## config.mk

```make
export PLATFORM = sky130hd
export DESIGN_NAME = led_chain_bit_encoder
export DESIGN_NICKNAME = d
export VERILOG_FILES = /design/src/rtl/lcbe_pkg.sv /design/src/rtl/led_chain_bit_encoder.sv /design/src/rtl/lcbe_ram.sv
export SDC_FILE = /design/constraint.sdc
export NUM_CORES = 2
export LEC_CHECK = 0
export BUFFER_PORTS_ARGS = -buffer_cell sky130_fd_sc_hd__buf_2
export CAP_MARGIN = 25
export CORE_MARGIN = 5
export CORE_UTILIZATION = 50
export DETAILED_ROUTE_END_ITERATION = 7
export GPL_TIMING_DRIVEN = 0
export HOLD_SLACK_MARGIN = 0.03
export PLACE_DENSITY = 0.72
export SETUP_SLACK_MARGIN = 0.2
export SLEW_MARGIN = 40
export SYNTH_ARGS = -nofsm -noshare
export SYNTH_HDL_FRONTEND = slang
export SYNTH_HIERARCHICAL = 1
export SYNTH_SLANG_ARGS = --single-unit
export TNS_END_PERCENT = 5
```

## constraint.sdc

```tcl
create_clock -name clk -period 4.7 [get_ports clk]
set_clock_uncertainty 0.15 [all_clocks]
set_input_delay 0.94 -clock clk [delete_from_list [all_inputs] [get_ports clk]]
set_output_delay 0.94 -clock clk [all_outputs]
set_load 0.02 [all_outputs]
```

## src/rtl/lcbe_pkg.sv

```systemverilog
package lcbe_pkg;

    // frame buffer geometry
    localparam int BUF_DEPTH = 256;
    localparam int BUF_AW    = $clog2(BUF_DEPTH);

    // stream word layout
    localparam int S_TDATA_W = 24;
    localparam int S_TUSER_W = 2;
    localparam int M_TDATA_W = 8;

    // configuration port
    localparam int CFG_IDX_W  = 2;
    localparam int CFG_DATA_W = 16;

    localparam logic [CFG_IDX_W-1:0] CFG_ZERO_HIGH  = 2'd0;
    localparam logic [CFG_IDX_W-1:0] CFG_ONE_HIGH   = 2'd1;
    localparam logic [CFG_IDX_W-1:0] CFG_BIT_PERIOD = 2'd2;
    localparam logic [CFG_IDX_W-1:0] CFG_RESET_LOW  = 2'd3;

    localparam logic [7:0]  ZERO_HIGH_RST  = 8'd4;
    localparam logic [7:0]  ONE_HIGH_RST   = 8'd16;
    localparam logic [7:0]  BIT_PERIOD_RST = 8'd20;
    localparam logic [15:0] RESET_LOW_RST  = 16'd800;

    // item kinds carried in tuser
    localparam logic [S_TUSER_W-1:0] KIND_TICK  = 2'd0;
    localparam logic [S_TUSER_W-1:0] KIND_WRITE = 2'd1;
    localparam logic [S_TUSER_W-1:0] KIND_START = 2'd2;

    typedef enum logic [1:0] {
        PH_IDLE,
        PH_RESET,
        PH_DATA
    } phase_t;

endpackage

```

## src/rtl/led_chain_bit_encoder.sv

```systemverilog
// result: the result word for an item is registered into the output buffer when the item is accepted
// throughput: one item per cycle; the two-word output buffer only drops s_tready
//   when both of its stages hold words that the sink has not taken
// reset: rst_n clears the phase, counters, line level and output buffer and restores
//   the timing registers; frame buffer contents stay undefined until written
module led_chain_bit_encoder (
    input  logic                             clk,
    input  logic                             rst_n,
    input  logic                             s_tvalid,
    output logic                             s_tready,
    // byte_index[7:0], byte_value[15:8], led_count[22:16], zero pad[23]
    input  logic [lcbe_pkg::S_TDATA_W-1:0]   s_tdata,
    // kind[1:0]
    input  logic [lcbe_pkg::S_TUSER_W-1:0]   s_tuser,
    output logic                             m_tvalid,
    input  logic                             m_tready,
    // line_level[0], ready_res[1], zero pad[7:2]
    output logic [lcbe_pkg::M_TDATA_W-1:0]   m_tdata,
    input  logic                             cfg_we,
    input  logic [lcbe_pkg::CFG_IDX_W-1:0]   cfg_index,
    input  logic [lcbe_pkg::CFG_DATA_W-1:0]  cfg_wdata
);

    import lcbe_pkg::*;

    // input word fields
    logic [1:0] in_kind;
    logic [7:0] in_idx;
    logic [7:0] in_val;
    logic [6:0] in_leds;

    assign in_kind = s_tuser;
    assign in_idx  = s_tdata[7:0];
    assign in_val  = s_tdata[15:8];
    assign in_leds = s_tdata[22:16];

    logic accept;
    assign accept = s_tvalid && s_tready;

    // timing registers
    logic [7:0]  zero_high_reg;
    logic [7:0]  one_high_reg;
    logic [7:0]  bit_period_reg;
    logic [15:0] reset_low_reg;

    always_ff @(posedge clk or negedge rst_n)
    begin
        if (!rst_n)
        begin
            zero_high_reg  <= ZERO_HIGH_RST;
            one_high_reg   <= ONE_HIGH_RST;
            bit_period_reg <= BIT_PERIOD_RST;
            reset_low_reg  <= RESET_LOW_RST;
        end
        else if (cfg_we)
        begin
            case (cfg_index)
                CFG_ZERO_HIGH:  zero_high_reg  <= cfg_wdata[7:0];
                CFG_ONE_HIGH:   one_high_reg   <= cfg_wdata[7:0];
                CFG_BIT_PERIOD: bit_period_reg <= cfg_wdata[7:0];
                CFG_RESET_LOW:  reset_low_reg  <= cfg_wdata;
                default: ;
            endcase
        end
    end

    // encoder state
    phase_t      phase_reg, phase_next;
    logic [15:0] tick_reg, tick_next;
    logic [7:0]  byte_pos_reg, byte_pos_next;
    logic [2:0]  bit_pos_reg, bit_pos_next;
    logic [7:0]  frame_bytes_reg, frame_bytes_next;
    logic        line_reg, line_next;

    logic [7:0] buf_rd_data;
    logic       buf_we;

    // read address follows the next byte position, so the read word always
    // matches the byte the state points at
    lcbe_ram #(
        .WIDTH (8),
        .DEPTH (BUF_DEPTH)
    ) u_frame_buf (
        .clk     (clk),
        .wr_en   (buf_we),
        .wr_addr (BUF_AW'(in_idx)),
        .wr_data (in_val),
        .rd_addr (BUF_AW'(byte_pos_next)),
        .rd_data (buf_rd_data)
    );

    logic        is_idle;
    logic [15:0] tick_inc;
    logic [7:0]  byte_inc;
    logic        cur_bit;
    logic [7:0]  high_time;
    logic        reset_done;
    logic        cell_end;
    logic        last_bit;
    logic        frame_end;
    logic        start_ok;
    logic [8:0]  frame_len;

    assign is_idle    = (phase_reg == PH_IDLE);
    assign tick_inc   = tick_reg + 16'd1;
    assign byte_inc   = byte_pos_reg + 8'd1;
    assign cur_bit    = buf_rd_data[~bit_pos_reg];
    assign high_time  = cur_bit ? one_high_reg : zero_high_reg;
    assign reset_done = (tick_inc >= reset_low_reg);
    assign cell_end   = (tick_inc >= {8'd0, bit_period_reg});
    assign last_bit   = (bit_pos_reg == 3'd7);
    assign frame_end  = (byte_inc >= frame_bytes_reg);
    assign start_ok   = is_idle && (in_leds != 7'd0);
    // three bytes per led; the stored frame length saturates at 255
    assign frame_len  = {2'b00, in_leds} + {1'b0, in_leds, 1'b0};
    assign buf_we     = accept && (in_kind == KIND_WRITE) && is_idle;

    // next phase
    always_comb
    begin
        phase_next = phase_reg;
        if (accept)
        begin
            case (in_kind)
                KIND_TICK:
                begin
                    case (phase_reg)
                        PH_RESET:
                        begin
                            if (reset_done)
                            begin
                                phase_next = PH_DATA;
                            end
                        end
                        PH_DATA:
                        begin
                            if (cell_end && last_bit && frame_end)
                            begin
                                phase_next = PH_IDLE;
                            end
                        end
                        default: ;
                    endcase
                end
                KIND_START:
                begin
                    if (start_ok)
                    begin
                        phase_next = PH_RESET;
                    end
                end
                default: ;
            endcase
        end
    end

    // counters and line level
    always_comb
    begin
        tick_next        = tick_reg;
        byte_pos_next    = byte_pos_reg;
        bit_pos_next     = bit_pos_reg;
        frame_bytes_next = frame_bytes_reg;
        line_next        = line_reg;
        if (accept)
        begin
            case (in_kind)
                KIND_TICK:
                begin
                    case (phase_reg)
                        PH_RESET:
                        begin
                            line_next = 1'b0;
                            if (reset_done)
                            begin
                                tick_next     = 16'd0;
                                byte_pos_next = 8'd0;
                                bit_pos_next  = 3'd0;
                            end
                            else
                            begin
                                tick_next = tick_inc;
                            end
                        end
                        PH_DATA:
                        begin
                            line_next = (tick_reg < {8'd0, high_time});
                            if (cell_end)
                            begin
                                tick_next = 16'd0;
                                if (last_bit)
                                begin
                                    bit_pos_next  = 3'd0;
                                    byte_pos_next = byte_inc;
                                    if (frame_end)
                                    begin
                                        line_next = 1'b0;
                                    end
                                end
                                else
                                begin
                                    bit_pos_next = bit_pos_reg + 3'd1;
                                end
                            end
                            else
                            begin
                                tick_next = tick_inc;
                            end
                        end
                        default:
                        begin
                            line_next = 1'b0;
                        end
                    endcase
                end
                KIND_START:
                begin
                    if (start_ok)
                    begin
                        frame_bytes_next = frame_len[8] ? 8'hFF : frame_len[7:0];
                        byte_pos_next    = 8'd0;
                        bit_pos_next     = 3'd0;
                        tick_next        = 16'd0;
                        line_next        = 1'b0;
                    end
                end
                default: ;
            endcase
        end
    end

    always_ff @(posedge clk or negedge rst_n)
    begin
        if (!rst_n)
        begin
            phase_reg       <= PH_IDLE;
            tick_reg        <= 16'd0;
            byte_pos_reg    <= 8'd0;
            bit_pos_reg     <= 3'd0;
            frame_bytes_reg <= 8'd0;
            line_reg        <= 1'b0;
        end
        else
        begin
            phase_reg       <= phase_next;
            tick_reg        <= tick_next;
            byte_pos_reg    <= byte_pos_next;
            bit_pos_reg     <= bit_pos_next;
            frame_bytes_reg <= frame_bytes_next;
            line_reg        <= line_next;
        end
    end

    // two-word output buffer: main stage plus skid stage
    logic [1:0] result_word;
    logic       out_valid_reg, out_valid_next;
    logic       skid_valid_reg, skid_valid_next;
    logic [1:0] out_data_reg, out_data_next;
    logic [1:0] skid_data_reg, skid_data_next;
    logic       pop;

    assign result_word = {phase_next == PH_IDLE, line_next};
    assign pop         = out_valid_reg && m_tready;
    assign s_tready    = !skid_valid_reg;
    assign m_tvalid    = out_valid_reg;
    assign m_tdata     = {{(M_TDATA_W - 2){1'b0}}, out_data_reg};

    always_comb
    begin
        out_valid_next  = out_valid_reg;
        skid_valid_next = skid_valid_reg;
        out_data_next   = out_data_reg;
        skid_data_next  = skid_data_reg;
        if (skid_valid_reg)
        begin
            if (pop)
            begin
                out_data_next   = skid_data_reg;
                skid_valid_next = 1'b0;
            end
        end
        else if (accept)
        begin
            if (!out_valid_reg || pop)
            begin
                out_data_next  = result_word;
                out_valid_next = 1'b1;
            end
            else
            begin
                skid_data_next  = result_word;
                skid_valid_next = 1'b1;
            end
        end
        else if (pop)
        begin
            out_valid_next = 1'b0;
        end
    end

    always_ff @(posedge clk or negedge rst_n)
    begin
        if (!rst_n)
        begin
            out_valid_reg  <= 1'b0;
            skid_valid_reg <= 1'b0;
        end
        else
        begin
            out_valid_reg  <= out_valid_next;
            skid_valid_reg <= skid_valid_next;
        end
    end

    always_ff @(posedge clk)
    begin
        out_data_reg  <= out_data_next;
        skid_data_reg <= skid_data_next;
    end

    // the skid stage only fills behind a held main stage
    assert property (@(posedge clk) disable iff (!rst_n)
        skid_valid_reg |-> out_valid_reg)
        else $error("skid word without main word");

    // the line can only be high while bits are being sent
    assert property (@(posedge clk) disable iff (!rst_n)
        (phase_reg != PH_DATA) |-> !line_reg)
        else $error("line high outside data phase");

    // an accepted start from idle with a nonzero led count always opens the reset phase
    assert property (@(posedge clk) disable iff (!rst_n)
        (accept && is_idle && (in_kind == KIND_START) && (in_leds != 7'd0))
            |=> (phase_reg == PH_RESET))
        else $error("start did not enter reset phase");

    // a frame in flight always has bytes to send
    assert property (@(posedge clk) disable iff (!rst_n)
        (phase_reg == PH_DATA) |-> (frame_bytes_reg != 8'd0))
        else $error("data phase with empty frame");

endmodule

```

## src/rtl/lcbe_ram.sv

```systemverilog
module lcbe_ram #(
    parameter int WIDTH = 8,
    parameter int DEPTH = 256
) (
    input  logic                     clk,
    input  logic                     wr_en,
    input  logic [$clog2(DEPTH)-1:0] wr_addr,
    input  logic [WIDTH-1:0]         wr_data,
    input  logic [$clog2(DEPTH)-1:0] rd_addr,
    output logic [WIDTH-1:0]         rd_data
);

    logic [WIDTH-1:0] mem [DEPTH];

    always_ff @(posedge clk)
    begin
        if (wr_en)
        begin
            mem[wr_addr] <= wr_data;
        end
        rd_data <= mem[rd_addr];
    end

endmodule

```

# Word level (Yosys, flattened, before mapping)
# Memory sizes are Yosys's and may differ from the RTL's. A register that Yosys moved wholly into a read port is not among the register bits.
# Cells that the tools add are included.
# op_classes
addsub	4
n_mul	0
div_mod_pow	0
n_lt_le_gt_ge	5
n_eq_ne	14
shift	0
muxes	48
bitwise	3
n_reduce_logical	29
# ops
cell	n
$pmux 16 s2	2
$mux 8	7
$mux 16	3
$pmux 8 s2	2
$add 16x1->16 const B	1
$ge 16x16->1	1
$ge 16x8->1	1
$lt 16x8->1	1
$mux 1	16
$mux 2	8
$mux 3	4
$pmux 3 s2	2
$reduce_and 3->1	4
$add 7x8->9	1
$add 8x1->8 const B	1
$eq 2x2->1 const B	4
$ge 8x8->1	1
$logic_not 2->1	4
$pmux 2 s2	2
$reduce_and 2->1	4
$reduce_bool 2->1	4
$logic_and 1x1->1	7
$reduce_bool 7->1	1
$eq 2x1->1 const B	3
15 further kinds	19
# word_totals
regBits	84
latchBits	0
mem_bits_rw	2048
rom_bits	0
n_memories	1
# mem_list
memory	depth	word_bits	read_ports	rd_clocked_by_memory_dff	write_ports	line	rtl
u_frame_buf.mem	256	8	1	1	1	lcbe_ram.sv:13	logic [WIDTH-1:0] mem [DEPTH];

# Logic depth before layout (Yosys ltp)
# depth
word_depth	14
depth_mapped	25
depth_no_buf	20

# By module
# The synthesis kept the hierarchy.
# modules_own_cells
module	instances	cells_per_inst	area_each_um2
lcbe_ram	1	3733	79556.3
led_chain_bit_encoder	1	532	5481.5

# Least setup slack after synthesis
# Ideal clock, no wire load.
# synth_path
path_kind	register -> register
from	reg tick_reg[0]
to	reg u_frame_buf.rd_data[2] (read register of u_frame_buf.mem)
setup_time_ps	131
arrival_ps	4827
t_required_ps	4419
setup_slack_ps	-408
path_stages_with_launch	24
path_buffers	4
synth_period_minus_slack_ps	5108
path_cell_list	dfrtp_1 ha_1 nand3_1 nor2_1 nand2_1 nor2_1 xor2_1 ha_1 nand4_1 inv_1 a211oi_1 o211ai_1 a21oi_1 nand2_1 o21ai_0 buf_6 buf_12 buf_8 buf_2 mux4_2 a22oi_1 a21oi_1 nor4_1 nor4_2
# synth_between
elab_chain_len	6
# synth_lines
element	line	rtl
start: declaration	led_chain_bit_encoder.sv:69	logic [15:0] tick_reg, tick_next;
start signal: assignment	led_chain_bit_encoder.sv:246	tick_reg <= tick_next;
$add 16x1->16 (*)	led_chain_bit_encoder.sv:105	assign tick_inc = tick_reg + 16'd1;
$ge 16x8->1 or $ge 16x16->1 (tied branches)	led_chain_bit_encoder.sv:110, led_chain_bit_encoder.sv:109	
$mux 8 (on tied branches)	led_chain_bit_encoder.sv:188, led_chain_bit_encoder.sv:174	
$pmux 8 s2 (*)	led_chain_bit_encoder.sv:170	case (phase_reg)
$pmux 8 s2 (*)	led_chain_bit_encoder.sv:167	case (in_kind)
$mux 8 (*)	led_chain_bit_encoder.sv:165	if (accept)
via byte_pos_next[0]	led_chain_bit_encoder.sv:70	logic [7:0] byte_pos_reg, byte_pos_next;
end: declaration	lcbe_ram.sv:10	output logic [WIDTH-1:0] rd_data
# Mark *: on every way through the listed nets, which the timed path passes. The rest lies on a longest branch.
# A chain may end at the register's enable or synchronous reset.

# Worst setup path in the final report
# layout_path
from	reg tick_reg[2]
to	reg u_frame_buf.rd_data[3] (read register of u_frame_buf.mem)
# The elaborated chain is that of the path after synthesis.

==> run metrics <==
minimum clock period=5.86 ns; final setup margin=-1.16 ns; area taken by multi-input logic gates=between 0.02 and 0.025 mm^2; Avg Cell Area, Syn=19.9 um^2; pwr dens=roughly 390 mW/mm^2; FMAX=171 MHz; Core ar.=between 0.15 and 0.2 mm^2; most frequent cells in the layout=edfxtp_1 (2052), mux4_2 (456), clkbuf_16 (210); Lkg Pwr=~32 nW; Die Height=approximately 420 um; Area Growth Syn to Fin=18.9%; DRT iter0 DRCs=8322; Fillers=about 12000; Final Cell Area=between 0.1 and 0.15 mm^2; Root Buffer=clkbuf_16; Worst-path clk slew=0.06 ns; Ports=59; DR vias/cell=6.74; FFs w/ async S/R, synth=3.74%; final setup TNS=-8.54 ns; CTS Buffer Depth=3; Netlist Area Pre-Place=0.0850 mm^2; global route overflow=0; maxcap violations=0; antenna violations before repair=5; CP Launch Type=flip-flop; final hold viol count=0; dpl hpwl=169000 um; WL/cell=approximately 36 um; Critical Path Fanout Max=10; total die area=between 0.15 and 0.2 mm^2; post-route ant nets=0; Area after DPL=0.0897 mm^2; H-tree depth=4; first-pass GRT wire length=about 350000 um; Sinks on Clock Net=2140; number of port buffers=47; Post-synth EDFFs=a little over 2000; commonest non-fill, non-tap cell in the layout=edfxtp_1; DRT Wirelength=between 200000 and 300000 um; WS Path Type=flip-flop to flip-flop; YS warnings=6; Distinct cells, synth=81; status=complete, but fails checks; TritonCTS Buffers=just over 200; Worst Path Required=5.31 ns; Largest stage delay, worst path=0.46 ns; worst slew pin tran=1.02 ns; share of post-route cells with drive strength above 1=34.6%; Tcrit/Tclk final=125%; vias=48163; CP cell instances=buf_6 > nand4_1 > buf_4 > nor4_4 > xnor2_2 > inv_2 > ha_4 > nand4_1 > nor2_1 > o2111ai_2 > o211ai_1 > buf_4 > nand2_1 > o311ai_0 > nand2_1 > buf_4 > clkbuf_4 > nor2_4 > buf_2 > a22oi_1 > a21oi_1 > nor3_2 > nor4_1; Max Transition Viols Final=0; FF+latch area=roughly 0.064 mm^2; Horiz. Die Dim=422 um; Critical Path Most Common Cell=buf_4; Synth Flop Type=edfxtp_1; Starting Density=50.2%; Placer Congestion=0.966; crit path DAT=6.47 ns; GRT Util Overall=28.2%; pre-CTS WS=-2.73 ns; maximum vdd ir drop=~430 uV; worst skew pair latency=approximately 0.85 ns; RSZ-0062 raised after global routing=yes; failing checks=negative setup slack; worst hold slack=0.133 ns; Worst Hold Class=primary input to flip-flop; CTS tree=built; vias in the first global route=46084; max reg flops=around 2000; normalized max-slew margin=31.5%; Final nets=slightly below 5000; Syn Inst Count=4265; final setup vio count=8; post-synthesis sequential area ratio=75.0%; slowest stage cell, crit path=buf_2; critical path capture point type=flip-flop; final core utilization=around 60%; DR pass1 iterations=7; Residual DRC=0; num rows=roughly 150; pin count of the biggest net entering global routing=105; #FFs+latches synth=2140
[worst paths after layout]
check                                                  to  cells after the start                         from  slack [ns]
max                        u_frame_buf/rd_data[3]$_DFF_P_                     23      tick_reg[2]$_DFFE_PN0P_       -1.16
min                              skid_valid_reg$_DFF_PN0_                      2                     m_tready        0.13
max reg2reg                u_frame_buf/rd_data[3]$_DFF_P_                     23      tick_reg[2]$_DFFE_PN0P_       -1.16
min reg2reg                   one_high_reg[1]$_DFFE_PN0P_                      1  one_high_reg[1]$_DFFE_PN0P_        0.35
max in group asynchronous   bit_period_reg[4]$_DFFE_PN1P_                      3                        rst_n        3.36
min in group asynchronous  frame_bytes_reg[3]$_DFFE_PN0P_                      2                        rst_n        0.41
[cell families after synthesis]
kind of cell	after synthesis	synth area share [%]
flip-flops	2140	75.0
multiplexers	647	14.4
AND/OR/NAND/NOR	590	3.20
AO/OA/AOI/OAI	496	4.13
buffers and inverters	308	2.09
adder cells (fa/ha/maj)	58	0.862
XOR/XNOR	25	0.257
other	1	0.00441
[final cells by class]
| class | instances | area share, % |
|---|---|---|
| Clock inverter | 121 | 1.16 |
| Clock buffer | 260 | 5.29 |
| Tap cell | 2218 | 2.74 |
| Multi-Input combinational cell | 1822 | 21.6 |
| Antenna cell | 6 | 0.0148 |
| Inverter | 56 | 0.209 |
| Buffer | 250 | 2.73 |
| Timing Repair Buffer | 277 | 3.20 |
| Sequential cell | 2140 | 63.1 |
[synth_stat cells, drive strengths merged, types with 53 or more instances]
library cell,number,area share (%)
edfxtp,2052,72
mux4,458,12
nor2,309,1.4
mux2i,144,1.7
a22oi,138,1.2
buf,136,1.3
a21oi,118,0.69
clkbuf,116,0.51
dfrtp,73,2.1
nand2,65,0.29
ha,57,0.84
inv,55,0.24
nand3,53,0.31
[timing repair]
| action | in CTS | in global routing |
|---|---|---|
| hold buffers | 1 | 0 |
| hold endpoints to repair | 38 | 0 |
| pin swaps | 63 | 48 |
| gates resized for setup | 507 | 138 |
| setup buffers | 76 | 111 |
| setup endpoints to repair | 172 | 1061 |
| gates cloned | 2 | 4 |
[routing by layer]
| metal | global-route usage (%) | share of wire, % | vias up |
|---|---|---|---|
| met5 | 0.538 | 0.048 | - |
| met4 | 14.0 | 6.4 | 2 |
| met3 | 10.4 | 15 | 771 |
| met2 | 41.6 | 44 | 4011 |
| met1 | 37.1 | 34 | 24761 |
| li1 | - | - | 18618 |
[where the power goes]
part           switching [mW]  total [mW]  internal (mW)  leakage, nW
Clock                    7.21        16.2           8.98         3.19
Combinational            1.15        1.97          0.817         8.93
Sequential             0.0758        21.1           21.0         19.5
[per-stage QoR]
| step | std cells | power, mW |
|---|---|---|
| after floorplan | 4270 | 22.4 |
| after global placement | 6535 | 23.1 |
| after detailed placement | 6571 | 23.1 |
| after CTS | 7030 | 39.2 |
| after global routing | 7147 | 40.3 |
| final | 7150 | 39.3 |
[critical path: cells and delay by family, from the launching register on]
| kind | cells | cell delay [ns] |
|---|---|---|
| XOR/XNOR | 1 | 0.16 |
| AO/OA/AOI/OAI | 5 | 1.34 |
| buffers and inverters | 7 | 1.61 |
| adder cells (fa/ha/maj) | 1 | 0.27 |
| AND/OR/NAND/NOR | 9 | 1.83 |
| flip-flops | 1 | 0.37 |
No activity file was read; power rests on OpenSTA's default activity.
